<file path="src/hdl/signed_unsigned_divider_64_macros.svh">
// ----------------------------------------------------------------------------
// signed_unsigned_divider_64 assertion macros
// Shared property forms, clocked on clk and disabled while rst_n is low.
// ----------------------------------------------------------------------------
`ifndef SIGNED_UNSIGNED_DIVIDER_64_MACROS_SVH
`define SIGNED_UNSIGNED_DIVIDER_64_MACROS_SVH

// same-cycle implication
`define SUD_ASSERT_IMP(label, ante, cons, msg) \
  label: assert property (@(posedge clk) disable iff (!rst_n) (ante) |-> (cons)) \
    else $error(msg);

// next-cycle implication
`define SUD_ASSERT_NXT(label, ante, cons, msg) \
  label: assert property (@(posedge clk) disable iff (!rst_n) (ante) |=> (cons)) \
    else $error(msg);

`endif

</file>
<file path="src/hdl/sud64_pkg.sv">
// ----------------------------------------------------------------------------
// sud64_pkg
// Types and constants of the signed/unsigned 64-bit divider.
// ----------------------------------------------------------------------------
package sud64_pkg;

  localparam int FIELD_W       = 64;   // width of dividend, divisor and result fields
  localparam int REQ_W         = 2;
  localparam int DATA_WIDTH_DEF = 64;

  typedef logic [REQ_W-1:0] req_t;

  localparam req_t REQ_SQUO = 2'd0;
  localparam req_t REQ_SREM = 2'd1;
  localparam req_t REQ_UQUO = 2'd2;
  localparam req_t REQ_UREM = 2'd3;

  typedef enum logic [2:0] {
    ST_IDLE,
    ST_NEG_A,
    ST_NEG_B,
    ST_DIV,
    ST_FIX
  } state_t;

  // operand select of the shared subtractor
  typedef enum logic [1:0] {
    SEL_NEG_A,
    SEL_NEG_B,
    SEL_STEP,
    SEL_NEG_RES
  } usel_t;

endpackage

</file>
<file path="src/hdl/signed_unsigned_divider_64.sv">
// Sequence: an accepted item passes ST_NEG_A, ST_NEG_B, the ST_DIV restoring steps and
//   ST_FIX before out_tvalid; a zero divisor goes from idle straight to ST_FIX.
// Occupancy: a new item is taken only in idle, after the last one leaves ST_FIX, as the
//   single subtractor does both operand negations, one restoring step per
//   cycle and the final sign fix-up; a result still held in the output stalls ST_FIX.
// Reset: synchronous active-low rst_n returns to idle with no result pending.
// ----------------------------------------------------------------------------
// signed_unsigned_divider_64
// Radix-2 restoring divider, signed or unsigned, quotient or remainder.
// ----------------------------------------------------------------------------
`include "signed_unsigned_divider_64_macros.svh"

module signed_unsigned_divider_64
  import sud64_pkg::*;
#(
  parameter int DATA_WIDTH = DATA_WIDTH_DEF
) (
  input  logic                 clk,
  input  logic                 rst_n,

  input  logic                 in_tvalid,
  output logic                 in_tready,
  input  logic [2*FIELD_W-1:0] in_tdata,   // [63:0] dividend, [127:64] divisor
  input  logic [REQ_W-1:0]     in_tuser,   // [1:0] req_type

  output logic                 out_tvalid,
  input  logic                 out_tready,
  output logic [FIELD_W-1:0]   out_tdata,  // [63:0] result
  output logic                 out_tuser   // [0] div_by_zero
);

  localparam int CNT_W = $clog2(DATA_WIDTH);
  localparam int UW    = DATA_WIDTH + 2;

  state_t state_r, state_nxt;
  usel_t  usel;

  logic [DATA_WIDTH-1:0] a_r;      // dividend magnitude, becomes the quotient
  logic [DATA_WIDTH-1:0] b_r;      // divisor magnitude
  logic [DATA_WIDTH-1:0] rem_r;
  logic [CNT_W-1:0]      cnt_r;
  logic                  neg_a_r, neg_b_r, is_signed_r, want_rem_r, dbz_r;

  logic                  out_valid_r;
  logic [FIELD_W-1:0]    out_data_r;
  logic                  out_dbz_r;

  logic [UW-1:0]         unit_x, unit_y, unit_diff;
  logic [DATA_WIDTH-1:0] in_a, in_b, res_val;
  logic                  res_neg, step_ge;
  logic                  in_fire, out_fire, fix_go;
  req_t                  in_req;

  assign in_a     = in_tdata[DATA_WIDTH-1:0];
  assign in_b     = in_tdata[FIELD_W +: DATA_WIDTH];
  assign in_req   = in_tuser;
  assign in_tready = (state_r == ST_IDLE);
  assign in_fire  = in_tvalid && in_tready;
  assign out_fire = out_valid_r && out_tready;
  assign fix_go   = !out_valid_r || out_tready;

  // shared subtractor
  assign unit_diff = unit_x - unit_y;
  assign step_ge   = !unit_diff[UW-1];

  assign res_val = want_rem_r ? rem_r : a_r;
  assign res_neg = is_signed_r && (want_rem_r ? neg_a_r : (neg_a_r ^ neg_b_r));

  // next state
  always_comb begin
    state_nxt = state_r;
    unique case (state_r)
      ST_IDLE: begin
        if (in_fire) begin
          state_nxt = (in_b == '0) ? ST_FIX : ST_NEG_A;
        end
      end
      ST_NEG_A: state_nxt = ST_NEG_B;
      ST_NEG_B: state_nxt = ST_DIV;
      ST_DIV: begin
        if (cnt_r == '0) begin
          state_nxt = ST_FIX;
        end
      end
      ST_FIX: begin
        if (fix_go) begin
          state_nxt = ST_IDLE;
        end
      end
      default: state_nxt = ST_IDLE;
    endcase
  end

  // subtractor operand control
  always_comb begin
    unique case (state_r)
      ST_NEG_A: usel = SEL_NEG_A;
      ST_NEG_B: usel = SEL_NEG_B;
      ST_DIV:   usel = SEL_STEP;
      default:  usel = SEL_NEG_RES;
    endcase
  end

  always_comb begin
    unique case (usel)
      SEL_NEG_A: begin
        unit_x = '0;
        unit_y = {2'b00, a_r};
      end
      SEL_NEG_B: begin
        unit_x = '0;
        unit_y = {2'b00, b_r};
      end
      SEL_STEP: begin
        // shifted partial remainder keeps its carry-out bit
        unit_x = {1'b0, rem_r, a_r[DATA_WIDTH-1]};
        unit_y = {2'b00, b_r};
      end
      default: begin
        unit_x = '0;
        unit_y = {2'b00, res_val};
      end
    endcase
  end

  always_ff @(posedge clk) begin
    if (!rst_n) begin
      state_r     <= ST_IDLE;
      out_valid_r <= 1'b0;
    end else begin
      state_r <= state_nxt;
      if (state_r == ST_FIX && fix_go) begin
        out_valid_r <= 1'b1;
      end else if (out_fire) begin
        out_valid_r <= 1'b0;
      end
    end
  end

  always_ff @(posedge clk) begin
    unique case (state_r)
      ST_IDLE: begin
        if (in_fire) begin
          a_r         <= in_a;
          b_r         <= in_b;
          rem_r       <= '0;
          cnt_r       <= CNT_W'(DATA_WIDTH - 1);
          is_signed_r <= (in_req == REQ_SQUO) || (in_req == REQ_SREM);
          want_rem_r  <= (in_req == REQ_SREM) || (in_req == REQ_UREM);
          neg_a_r     <= ((in_req == REQ_SQUO) || (in_req == REQ_SREM)) &&
                         in_a[DATA_WIDTH-1];
          neg_b_r     <= ((in_req == REQ_SQUO) || (in_req == REQ_SREM)) &&
                         in_b[DATA_WIDTH-1];
          dbz_r       <= (in_b == '0);
        end
      end
      ST_NEG_A: begin
        if (neg_a_r) begin
          a_r <= unit_diff[DATA_WIDTH-1:0];
        end
      end
      ST_NEG_B: begin
        if (neg_b_r) begin
          b_r <= unit_diff[DATA_WIDTH-1:0];
        end
      end
      ST_DIV: begin
        rem_r <= step_ge ? unit_diff[DATA_WIDTH-1:0] : unit_x[DATA_WIDTH-1:0];
        a_r   <= {a_r[DATA_WIDTH-2:0], step_ge};
        cnt_r <= cnt_r - 1'b1;
      end
      ST_FIX: begin
        if (fix_go) begin
          out_dbz_r <= dbz_r;
          if (dbz_r) begin
            out_data_r <= '0;
          end else if (res_neg) begin
            out_data_r <= FIELD_W'(unit_diff[DATA_WIDTH-1:0]);
          end else begin
            out_data_r <= FIELD_W'(res_val);
          end
        end
      end
      default: ;
    endcase
  end

  assign out_tvalid = out_valid_r;
  assign out_tdata  = out_data_r;
  assign out_tuser  = out_dbz_r;

  `SUD_ASSERT_NXT(a_accept_busy, in_fire, state_r != ST_IDLE, "accepted item did not start")
  `SUD_ASSERT_NXT(a_div_end, (state_r == ST_DIV) && (cnt_r == '0), state_r == ST_FIX,
                  "division steps overran")
  `SUD_ASSERT_IMP(a_dbz_zero, out_tvalid && out_tuser, out_tdata == '0,
                  "zero divisor result not zero")
  `SUD_ASSERT_IMP(a_hi_zero, out_tvalid, (out_tdata >> DATA_WIDTH) == '0,
                  "result bits above data width set")

endmodule
</file>
<file path="config.mk">
export PLATFORM = sky130hd
export DESIGN_NAME = signed_unsigned_divider_64
export DESIGN_NICKNAME = d
export VERILOG_FILES = /design/src/hdl/sud64_pkg.sv /design/src/hdl/signed_unsigned_divider_64.sv
export VERILOG_INCLUDE_DIRS = /design/src /design/src/hdl
export SDC_FILE = /design/constraint.sdc
export NUM_CORES = 1
export LEC_CHECK = 0
export ABC_CLOCK_PERIOD_IN_PS = 9800
export BUFFER_PORTS_ARGS = -buffer_cell sky130_fd_sc_hd__buf_2
export CAP_MARGIN = 20
export CORE_UTILIZATION = 45
export CTS_CLUSTER_DIAMETER = 40
export DETAILED_ROUTE_END_ITERATION = 10
export HOLD_SLACK_MARGIN = 0.02
export SLEW_MARGIN = 20
export SYNTH_ARGS = -nofsm -noshare
export SYNTH_HDL_FRONTEND = slang
export SYNTH_SLANG_ARGS = --single-unit
</file>
<file path="constraint.sdc">
create_clock -name clk -period 9.8 [get_ports clk]
set_input_delay 1.96 -clock clk [delete_from_list [all_inputs] [get_ports clk]]
set_output_delay 1.96 -clock clk [all_outputs]
set_load 0.02 [all_outputs]
</file>
Yosys cells after proc, flatten, opt, wreduce, memory -nomap -nowiden. Index checks and enable logic that the tools add are counted.

$add $sub $neg: 2. Equal/unequal tests: 13. Mux-type cells: 24. Bitwise gates (word level): 1. Reductions and logical operators: 27.

Operator list (count): $mux W64 (8); $pmux W64 S2 (3); $pmux W64 S3 (1); $sub A66 B66 Y66 (1); $mux W65 (1); $logic_not A64 Y1 (1); $pmux W3 S5 (1); $mux W3 (4); $pmux W6 S2 (1); $reduce_and A3 Y1 (3); $ne A2 B2 Y1 const B (4); $eq A3 B2 Y1 const B (2); $logic_and A1 B1 Y1 (6); $logic_not A6 Y1 (1); $mux W6 (1); $pmux W2 S3 (1); $reduce_and A2 Y1 (3); $reduce_bool A2 Y1 (3); $sub A6 B1 Y6 const B (1); $eq A2 B1 Y1 const B (2); $eq A2 B2 Y1 const B (2); $logic_not A2 Y1 (2); $eq A3 B1 Y1 const B (1); $eq A3 B3 Y1 const B (1); other kinds (8) (13).

Bits in registers: 272. Output and inout port bits: 67.

Logic depth before layout (Yosys ltp). Gate-level depths: netlist of the first run.

Depth in word-level cells: 8. Gate-level depth with buffers: 24. Gate-level depth less buffers: 19.

Least setup slack after synthesis of the first run. No wires, ideal clock.

Kind: input to register. From: input in_tvalid. To: register cnt_r[0] (enable). Library setup time: 595 ps. Arrival: 6987 ps. Data required time: 9205 ps. Slack: 2218 ps. Stages on the path: 2. Path buffers: 0. Cells stage by stage: nand2_1 -> o21ai_0.

Longest elaborated chain between the ends: 3.

Ends and longest elaborated chain: start, declared (RTL line signed_unsigned_divider_64.sv:21) `input logic in_tvalid,`; $logic_and A1 B1 Y1 (RTL line signed_unsigned_divider_64.sv:58) `assign in_fire = in_tvalid && in_tready;`; $ne A2 B1 Y1 (no line); $reduce_and A2 Y1 (no line); end signal, assigned (RTL line signed_unsigned_divider_64.sv:147) `cnt_r <= CNT_W'(DATA_WIDTH - 1);`; end signal, assigned (RTL line signed_unsigned_divider_64.sv:170) `cnt_r <= cnt_r - 1'b1;`; end, declared (RTL line signed_unsigned_divider_64.sv:41) `logic [CNT_W-1:0] cnt_r;`.

No other way between the ends. A chain may end at the register's enable or synchronous reset.

Worst setup path in the final report of the first run.
From: register state_r[2]. To: register rem_r[44], data pin.

Longest elaborated chain between the ends: 8.

Ends and longest elaborated chain: start, declared (RTL line signed_unsigned_divider_64.sv:35) `state_t state_r, state_nxt;`; start signal, assigned (RTL line signed_unsigned_divider_64.sv:131) `state_r <= state_nxt;`; $eq A3 B2 Y1, or another cell as far along (RTL line signed_unsigned_divider_64.sv:96, signed_unsigned_divider_64.sv:141); $pmux W2 S3 (RTL line signed_unsigned_divider_64.sv:96) `unique case (state_r)`; $eq A2 B2 Y1 / $eq A2 B1 Y1 (equally long branches) (RTL line signed_unsigned_divider_64.sv:105) `unique case (usel)`; $reduce_or A2 Y1 (no line); $pmux W64 S2 (RTL line signed_unsigned_divider_64.sv:105); $sub A66 B66 Y66 (RTL line signed_unsigned_divider_64.sv:63) `assign unit_diff = unit_x - unit_y;`; $mux W64 (RTL line signed_unsigned_divider_64.sv:168) `rem_r <= step_ge ? unit_diff[DATA_WIDTH-1:0] : unit_x[DATA_WIDTH-1:0];`; $pmux W64 S2 * (RTL line signed_unsigned_divider_64.sv:141) `unique case (state_r)`; end signal, assigned (RTL line signed_unsigned_divider_64.sv:168); end, declared (RTL line signed_unsigned_divider_64.sv:40) `logic [DATA_WIDTH-1:0] rem_r;`.

Every way passes the cells marked *; elsewhere a longest branch is shown, timed or not.

==> results of run 1 <==
[per-stage QoR]
| step | instance area [um^2] | instances |
|---|---|---|
| final | 21800 | 2748 |
| after global routing | 21800 | 2748 |
| after CTS | 21800 | 2748 |
| after detailed placement | 20000 | 2654 |
| after global placement | 20000 | 2654 |
| after floorplan | 18700 | 2049 |
[flip-flops by register name (all words and copies together), names as in the netlist]
register,cells
neg_b_r,1
out_tuser,1
a_r,64
out_tdata,64
neg_a_r,1
is_signed_r,1
cnt_r,6
state_r,3
b_r,64
dbz_r,1
out_tvalid,1
want_rem_r,1
rem_r,64
[power groups by stage]
stage,clock network (uW),registers (uW),logic (uW)
floorplan,0,1700,2260
global placement,0,1730,3060
detailed placement,0,1730,3080
CTS,1880,1710,3100
global route,1920,1730,3440
finish,1860,1710,3120
[cells in the mapped netlist, types with 4 or more instances]
cell type    n  area, um^2
mux2_2      48         541
a21o_1      51         383
nand2_1    263         987
nor4_1      22         138
buf_1       12        45.0
buf_6        5        56.3
and4_1       6        52.6
buf_2       10        50.1
o41ai_1      4        35.0
edfxtp_1   268        8050
and3_1      17         106
a22oi_1     38         285
o21a_1      23         173
inv_1       21        78.8
xor2_1      22         193
nor2b_1     18         113
o211ai_1    13        97.6
o21ai_0    167         836
xnor2_1     43         377
mux2i_1     36         360
a31oi_1      9        56.3
and2_0       4        25.0
or2_2        4        25.0
nor3_1      18        90.1
clkbuf_1   119         447
nand4_1     20         125
ha_1        69         863
nor2_1     185         694
and2_1      75         469
dfxtp_1      4        80.1
o31ai_1      4        30.0
a221oi_1    28         245
or2_0       17         106
nand2b_1    24         150
or3_1        7        43.8
a211oi_1    69         518
o21bai_1    10        75.1
a21oi_1    222        1110
o21ai_1      4        20.0
nand3_1     24         120
[final cells by class]
cell class / instances / area share (%)
clock inverters: 39 / 2.08
flip-flops and latches: 272 / 37.3
repair buffers: 223 / 5.40
clock buffers: 55 / 6.11
multi-input cells: 1605 / 45.7
inverters: 22 / 0.384
well taps: 532 / 3.05
[worst paths after layout]
path,from,end,slack (ns)
hold reg to reg,cnt_r[0],cnt_r[0],0.59
setup reg to reg,state_r[2],rem_r[44],3.00
setup / recovery,state_r[2],rem_r[44],3.00
hold / removal,cnt_r[0],cnt_r[0],0.59
[cells by family (layout without fill, tap and decap cells)]
family | count (synthesis) | after routing
AND/OR/NAND/NOR | 710 | 710
flip-flops | 272 | 272
AO/OA/AOI/OAI | 676 | 676
multiplexers | 84 | 84
XOR/XNOR | 65 | 65
adder cells (fa/ha/maj) | 70 | 70
buffers and inverters | 172 | 339
[critical path, stage by stage (launching register included)]
cell and delay, ns:
dfxtp_1 0.78, nor2b_4 0.06, buf_4 0.33, clkinv_2 0.13, ha_4 0.70, buf_4 0.61, nor2_1 0.20, a222oi_1 0.39
ha_1 0.45, nand4_1 0.25, nor3_1 0.27, nand2_1 0.14, a211oi_2 0.39, o21ai_1 0.15, o211ai_2 0.17, a31oi_4 0.15
o41a_4 0.78, or2_0 0.37, a21oi_1 0.15
[cells in the final DEF, fill, tap and decap left out, types with 5 or more instances in the layout]
cell,instances
edfxtp_1,268
nand2_1,261
a21oi_1,221
buf_2,200
nor2_1,184
o21ai_0,166
and2_1,75
a211oi_1,69
ha_1,67
clkbuf_16,53
a21o_1,51
mux2_2,48
xnor2_1,43
a22oi_1,38
mux2i_1,36
a221oi_1,28
nand2b_1,24
nand3_1,24
o21a_1,23
xor2_1,22
nor4_1,22
buf_4,22
inv_1,20
nand4_1,20
nor3_1,18
and3_1,17
or2_0,17
nor2b_1,16
o211ai_1,13
inv_6,12
o21bai_1,10
clkinv_2,9
a31oi_1,9
or3_1,7
bufinv_16,7
and4_1,6
clkinvlp_4,5
[layer usage]
metal | track usage, % | vias up | wire [um]
met5 | 0 | - | 0
met4 | 10.0 | 0 | 1780
met3 | 4.51 | 108 | 4060
met2 | 50.3 | 645 | 30600
met1 | 38.6 | 8057 | 26400
li1 | - | 7865 | -
==> results.json, run 1 <==
{
  "status": "complete, no violations",
  "clockRootBuffer": "clkbuf_16",
  "core_area_um2": 40900,
  "fin_setup_tns_ns": 0,
  "postCtsHoldBufs": 0,
  "dpl.hpwl_mm": 42.3,
  "min_period_ns": 6.80,
  "startpoint_type": "flip-flop",
  "synth_compound_area_share_pct": 22.5,
  "ys_seq_area_share_pct": 43.4,
  "period_share_pct": 69.4,
  "seq_power_share_pct": 25.6,
  "post_cts.repair.setup_buffers": 0,
  "drt-pass1-iter-count": 6,
  "antenna-diode-count": 0,
  "final-seq-area_um2": 8130,
  "grt_antenna_before_repair": 0,
  "syn_inst": 2049,
  "worst_clock_skew_ns": 0.0250,
  "p_clk_share_pct": 27.8,
  "synth_adder_area_share_pct": 4.72,
  "globalRouteTotalUtil_pct": 29.7,
  "synth_flop_cell": "edfxtp_1",
  "multiInputGateArea_um2": 9970,
  "avgSynthCellArea_um2": 9.13,
  "syn2layout_area_growth_pct": 16.6,
  "p_int_uw": 3800,
  "drv_slew": 0,
  "grt_max_degree": 111,
  "clock_latency_ns": 0.60,
  "die-area_um2": 42400,
  "worstPathMaxFanout": 81,
  "hold_class": "reg -> reg",
  "slew_headroom_pct": 24.8,
  "finalWeightedCongestion": 0.944,
  "vias": 16700,
  "p_sw_uw": 2890,
  "via_per_inst": 6.07,
  "syn_nets": 2253,
  "clk_pin_slew_worst_paths_ns": 0.06,
  "p_leak_uw": 0.00846,
  "drtIter0Drc": 1439,
  "worst_pin_slew_ns": 1.13,
  "hold_violations": 0,
  "cp-end-kind": "flip-flop",
  "cts_resized": 0,
  "htreeDepth": 2,
  "critPathArrivalTime_ns": 7.22,
  "clk_path_buf_depth": 3,
  "power_uw": 6690,
  "rsz0062_at_grt": "false",
  "grt_pass1_wl_mm": 96.6,
  "hold_path_depth": 1,
  "drive_gt1_share_pct": 17.5,
  "final-setup-viol-count": 0,
  "io_buffers": 200,
  "rows": 74,
  "critical_path_class": "reg -> reg",
  "gr-total-overflow": 0,
  "die_y_um": 206,
  "synth_edf_count": 268,
  "max_freq_mhz": 147,
  "crit_required_ns": 10.22,
  "post-route-util_pct": 53.3,
  "drc": 0,
  "synth_top_family_by_area": "compound AO/OA/AOI/OAI gates",
  "die_w_um": 206,
  "power_frac_comb_pct": 46.6,
  "p_sw_share_pct": 43.2,
  "cts_tree": "built",
  "grt_pass1_vias": 16700,
  "ios": 201,
  "syn_area_um2": 18700,
  "wl_per_cell_um": 22.9,
  "synth_cell_types": 74,
  "vdd_ir_drop_max_v": 0.000170,
  "finalNetCount": 2380,
  "powerDensity_nw_per_um2": 307,
  "cts_buffers": 52,
  "drt.antenna.violating_nets": 0,
  "async_flop_share_pct": 0,
  "yosys.area_share.simple_pct": 17.7,
  "worst_slack_ns": 3.00,
  "synth_seq_cells": 272,
  "drv_cap": 0,
  "post-place-ws_ns": 3.09,
  "drt_wl_total_mm": 62.8,
  "fillers": 3747,
  "clock_sinks": 272,
  "synthXorXnorAreaFrac_pct": 3.04,
  "yosysWarnings": 0,
  "worstRegToRegCells": 18,
  "hold_ws_ns": 0.594,
  "synthMuxAreaShare_pct": 4.81,
  "initial_utilization_pct": 45.7
}
(Power assumes the default switching activity.)
==> inputs of run 2 (changes only) <==
--- a/config.mk
+++ b/config.mk
@@ -6,13 +6,14 @@
 export SDC_FILE = /design/constraint.sdc
 export NUM_CORES = 1
 export LEC_CHECK = 0
-export ABC_CLOCK_PERIOD_IN_PS = 9800
+export ABC_CLOCK_PERIOD_IN_PS = 6240
 export BUFFER_PORTS_ARGS = -buffer_cell sky130_fd_sc_hd__buf_2
 export CAP_MARGIN = 20
 export CORE_UTILIZATION = 45
 export CTS_CLUSTER_DIAMETER = 40
 export DETAILED_ROUTE_END_ITERATION = 10
 export HOLD_SLACK_MARGIN = 0.02
+export PLACE_DENSITY = 0.66
 export SLEW_MARGIN = 20
 export SYNTH_ARGS = -nofsm -noshare
 export SYNTH_HDL_FRONTEND = slang
==> constraint.sdc (replaced) <==
create_clock -name clk -period 6.24 [get_ports clk]
set_input_delay 1.248 -clock clk [delete_from_list [all_inputs] [get_ports clk]]
set_output_delay 1.248 -clock clk [all_outputs]
set_load 0.02 [all_outputs]
==> results.json, run 2 (synthesis results as in run 1) <==
{
  "status": "complete, no violations",
  "io_buffers": 200,
  "cts_tree": "built",
  "power_uw": 10500,
  "post-route-util_pct": 53.7,
  "cts_buffers": 52,
  "r2r_end": "rem_r[34]",
  "hold_class": "reg -> reg",
  "via_per_inst": 6.08,
  "fillers": 3758,
  "vdd_ir_drop_max_v": 0.000235,
  "critical_path_class": "reg -> reg",
  "power_frac_comb_pct": 47.2,
  "finalNetCount": 2400,
  "drc": 0,
  "vias": 16800,
  "postCtsHoldBufs": 0,
  "worstRegToRegCells": 19,
  "ios": 201,
  "worst_clock_skew_ns": 0.0229,
  "final_common_cell": "edfxtp_1",
  "drv_cap": 0,
  "p_int_uw": 5960,
  "period_share_pct": 92.3,
  "rsz0062_at_grt": "false",
  "globalRouteTotalUtil_pct": 29.1,
  "crit_required_ns": 6.57,
  "drv_slew": 0,
  "worstPathMaxFanout": 33,
  "crit_end": "rem_r[34]",
  "layout.cells.non_filler": 2771,
  "grt_max_degree": 77,
  "post_cts.repair.setup_buffers": 0,
  "dpl.hpwl_mm": 43.9,
  "cts_resized": 0,
  "max_freq_mhz": 174,
  "clockRootBuffer": "clkbuf_16",
  "cp-end-kind": "flip-flop",
  "grt_pass1_wl_mm": 95.0,
  "hold_violations": 0,
  "powerDensity_nw_per_um2": 478,
  "die_y_um": 206,
  "fin_setup_tns_ns": 0,
  "drtIter0Drc": 1270,
  "min_period_ns": 5.76,
  "drt.antenna.violating_nets": 0,
  "drt-pass1-iter-count": 5,
  "htreeDepth": 2,
  "placedCellCount": 2673,
  "die_w_um": 206,
  "worst_pin_slew_ns": 1.07,
  "p_sw_uw": 4540,
  "rows": 74,
  "drt_wl_total_mm": 61.9,
  "core_area_um2": 40900,
  "p_sw_share_pct": 43.2,
  "timing.rr.start": "state_r[2]",
  "r2r_slack_ns": 0.48,
  "finalWeightedCongestion": 0.974,
  "critPathArrivalTime_ns": 6.09,
  "wl_per_cell_um": 22.3,
  "gr-total-overflow": 0,
  "startpoint_type": "flip-flop",
  "grt_antenna_before_repair": 0,
  "seq_power_share_pct": 25.5,
  "clock_latency_ns": 0.60,
  "crit_start": "state_r[2]",
  "drive_gt1_share_pct": 18.1,
  "final_cell_mix": "edfxtp_1 (268), nand2_1 (261), a21oi_1 (221)",
  "die-area_um2": 42400,
  "initial_utilization_pct": 45.7,
  "clk_pin_slew_worst_paths_ns": 0.06,
  "p_leak_uw": 0.00855,
  "final-setup-viol-count": 0,
  "p_clk_share_pct": 27.3,
  "clock_sinks": 272,
  "slew_headroom_pct": 29.0,
  "syn2layout_area_growth_pct": 17.5,
  "clk_path_buf_depth": 3,
  "grt_pass1_vias": 16700
}
[run 2: critical path: stages (launching register included)]
cell and delay, ns:
dfxtp_1 0.72, nor2_1 0.19, inv_1 0.17, ha_1 0.27
inv_2 0.26, buf_4 0.45, a221oi_1 0.14, a21o_1 0.18
ha_1 0.44, nand4_2 0.20, nor4_4 0.34, nand2_1 0.11
a211oi_2 0.27, o21ai_1 0.17, o211ai_2 0.19, a31oi_4 0.14
o41a_2 0.68, buf_12 0.26, and2_0 0.17, o21a_1 0.16
[run 2: per-layer routing]
layer / up-vias / GRT usage, % / part of all wire [%]
met3: 131 / 3.20 / 5.9
met4: 0 / 12.0 / 3.6
met1: 8167 / 38.0 / 42
met2: 629 / 49.1 / 48
met5: - / 0 / 0
li1: 7921 / - / -
[run 2: area by class of cell]
class	instances	area [um^2]	share of cell area (%)
Antenna cell	1	2.50	0.0114
Clock buffer	57	1340	6.10
Clock inverter	39	418	1.90
Inverter	22	83.8	0.381
Multi-Input combinational cell	1605	9960	45.3
Sequential cell	272	8130	37.0
Tap cell	532	666	3.03
Timing Repair Buffer	243	1380	6.28
[run 2: per-stage QoR]
stage | setup WS [ns] | area, um^2 | hold WS [ns]
2_1_floorplan | 1.09 | 18700 | 0.424
3_3_place_gp | 0.664 | 20200 | 0.576
3_5_place_dp | 0.535 | 20200 | 0.573
4_1_cts | 0.513 | 22000 | 0.603
5_1_grt | 0.137 | 22000 | 0.622
6_report | 0.480 | 22000 | 0.603
[run 2: power by group through the flow]
stage / combinational (uW) / sequential [uW] / clock, uW
finish: 4960 / 2680 / 2860
global route: 5450 / 2710 / 2970
CTS: 4910 / 2680 / 2890
detailed placement: 4880 / 2700 / 0
global placement: 4840 / 2700 / 0
floorplan: 3550 / 2650 / 0
[run 2: how the worst min path moves through the flow]
| stage | startpoint | slack, ns | endpoint | cells after the start |
|---|---|---|---|---|
| after detailed placement | cnt_r[0] | 0.57 | cnt_r[0] | 1 |
| final | cnt_r[0] | 0.60 | cnt_r[0] | 1 |
| after floorplan | dbz_r | 0.42 | out_tuser | 0 |
| after global placement | cnt_r[0] | 0.58 | cnt_r[0] | 1 |
| after global routing | cnt_r[0] | 0.62 | cnt_r[0] | 1 |
| after CTS | cnt_r[0] | 0.60 | cnt_r[0] | 1 |
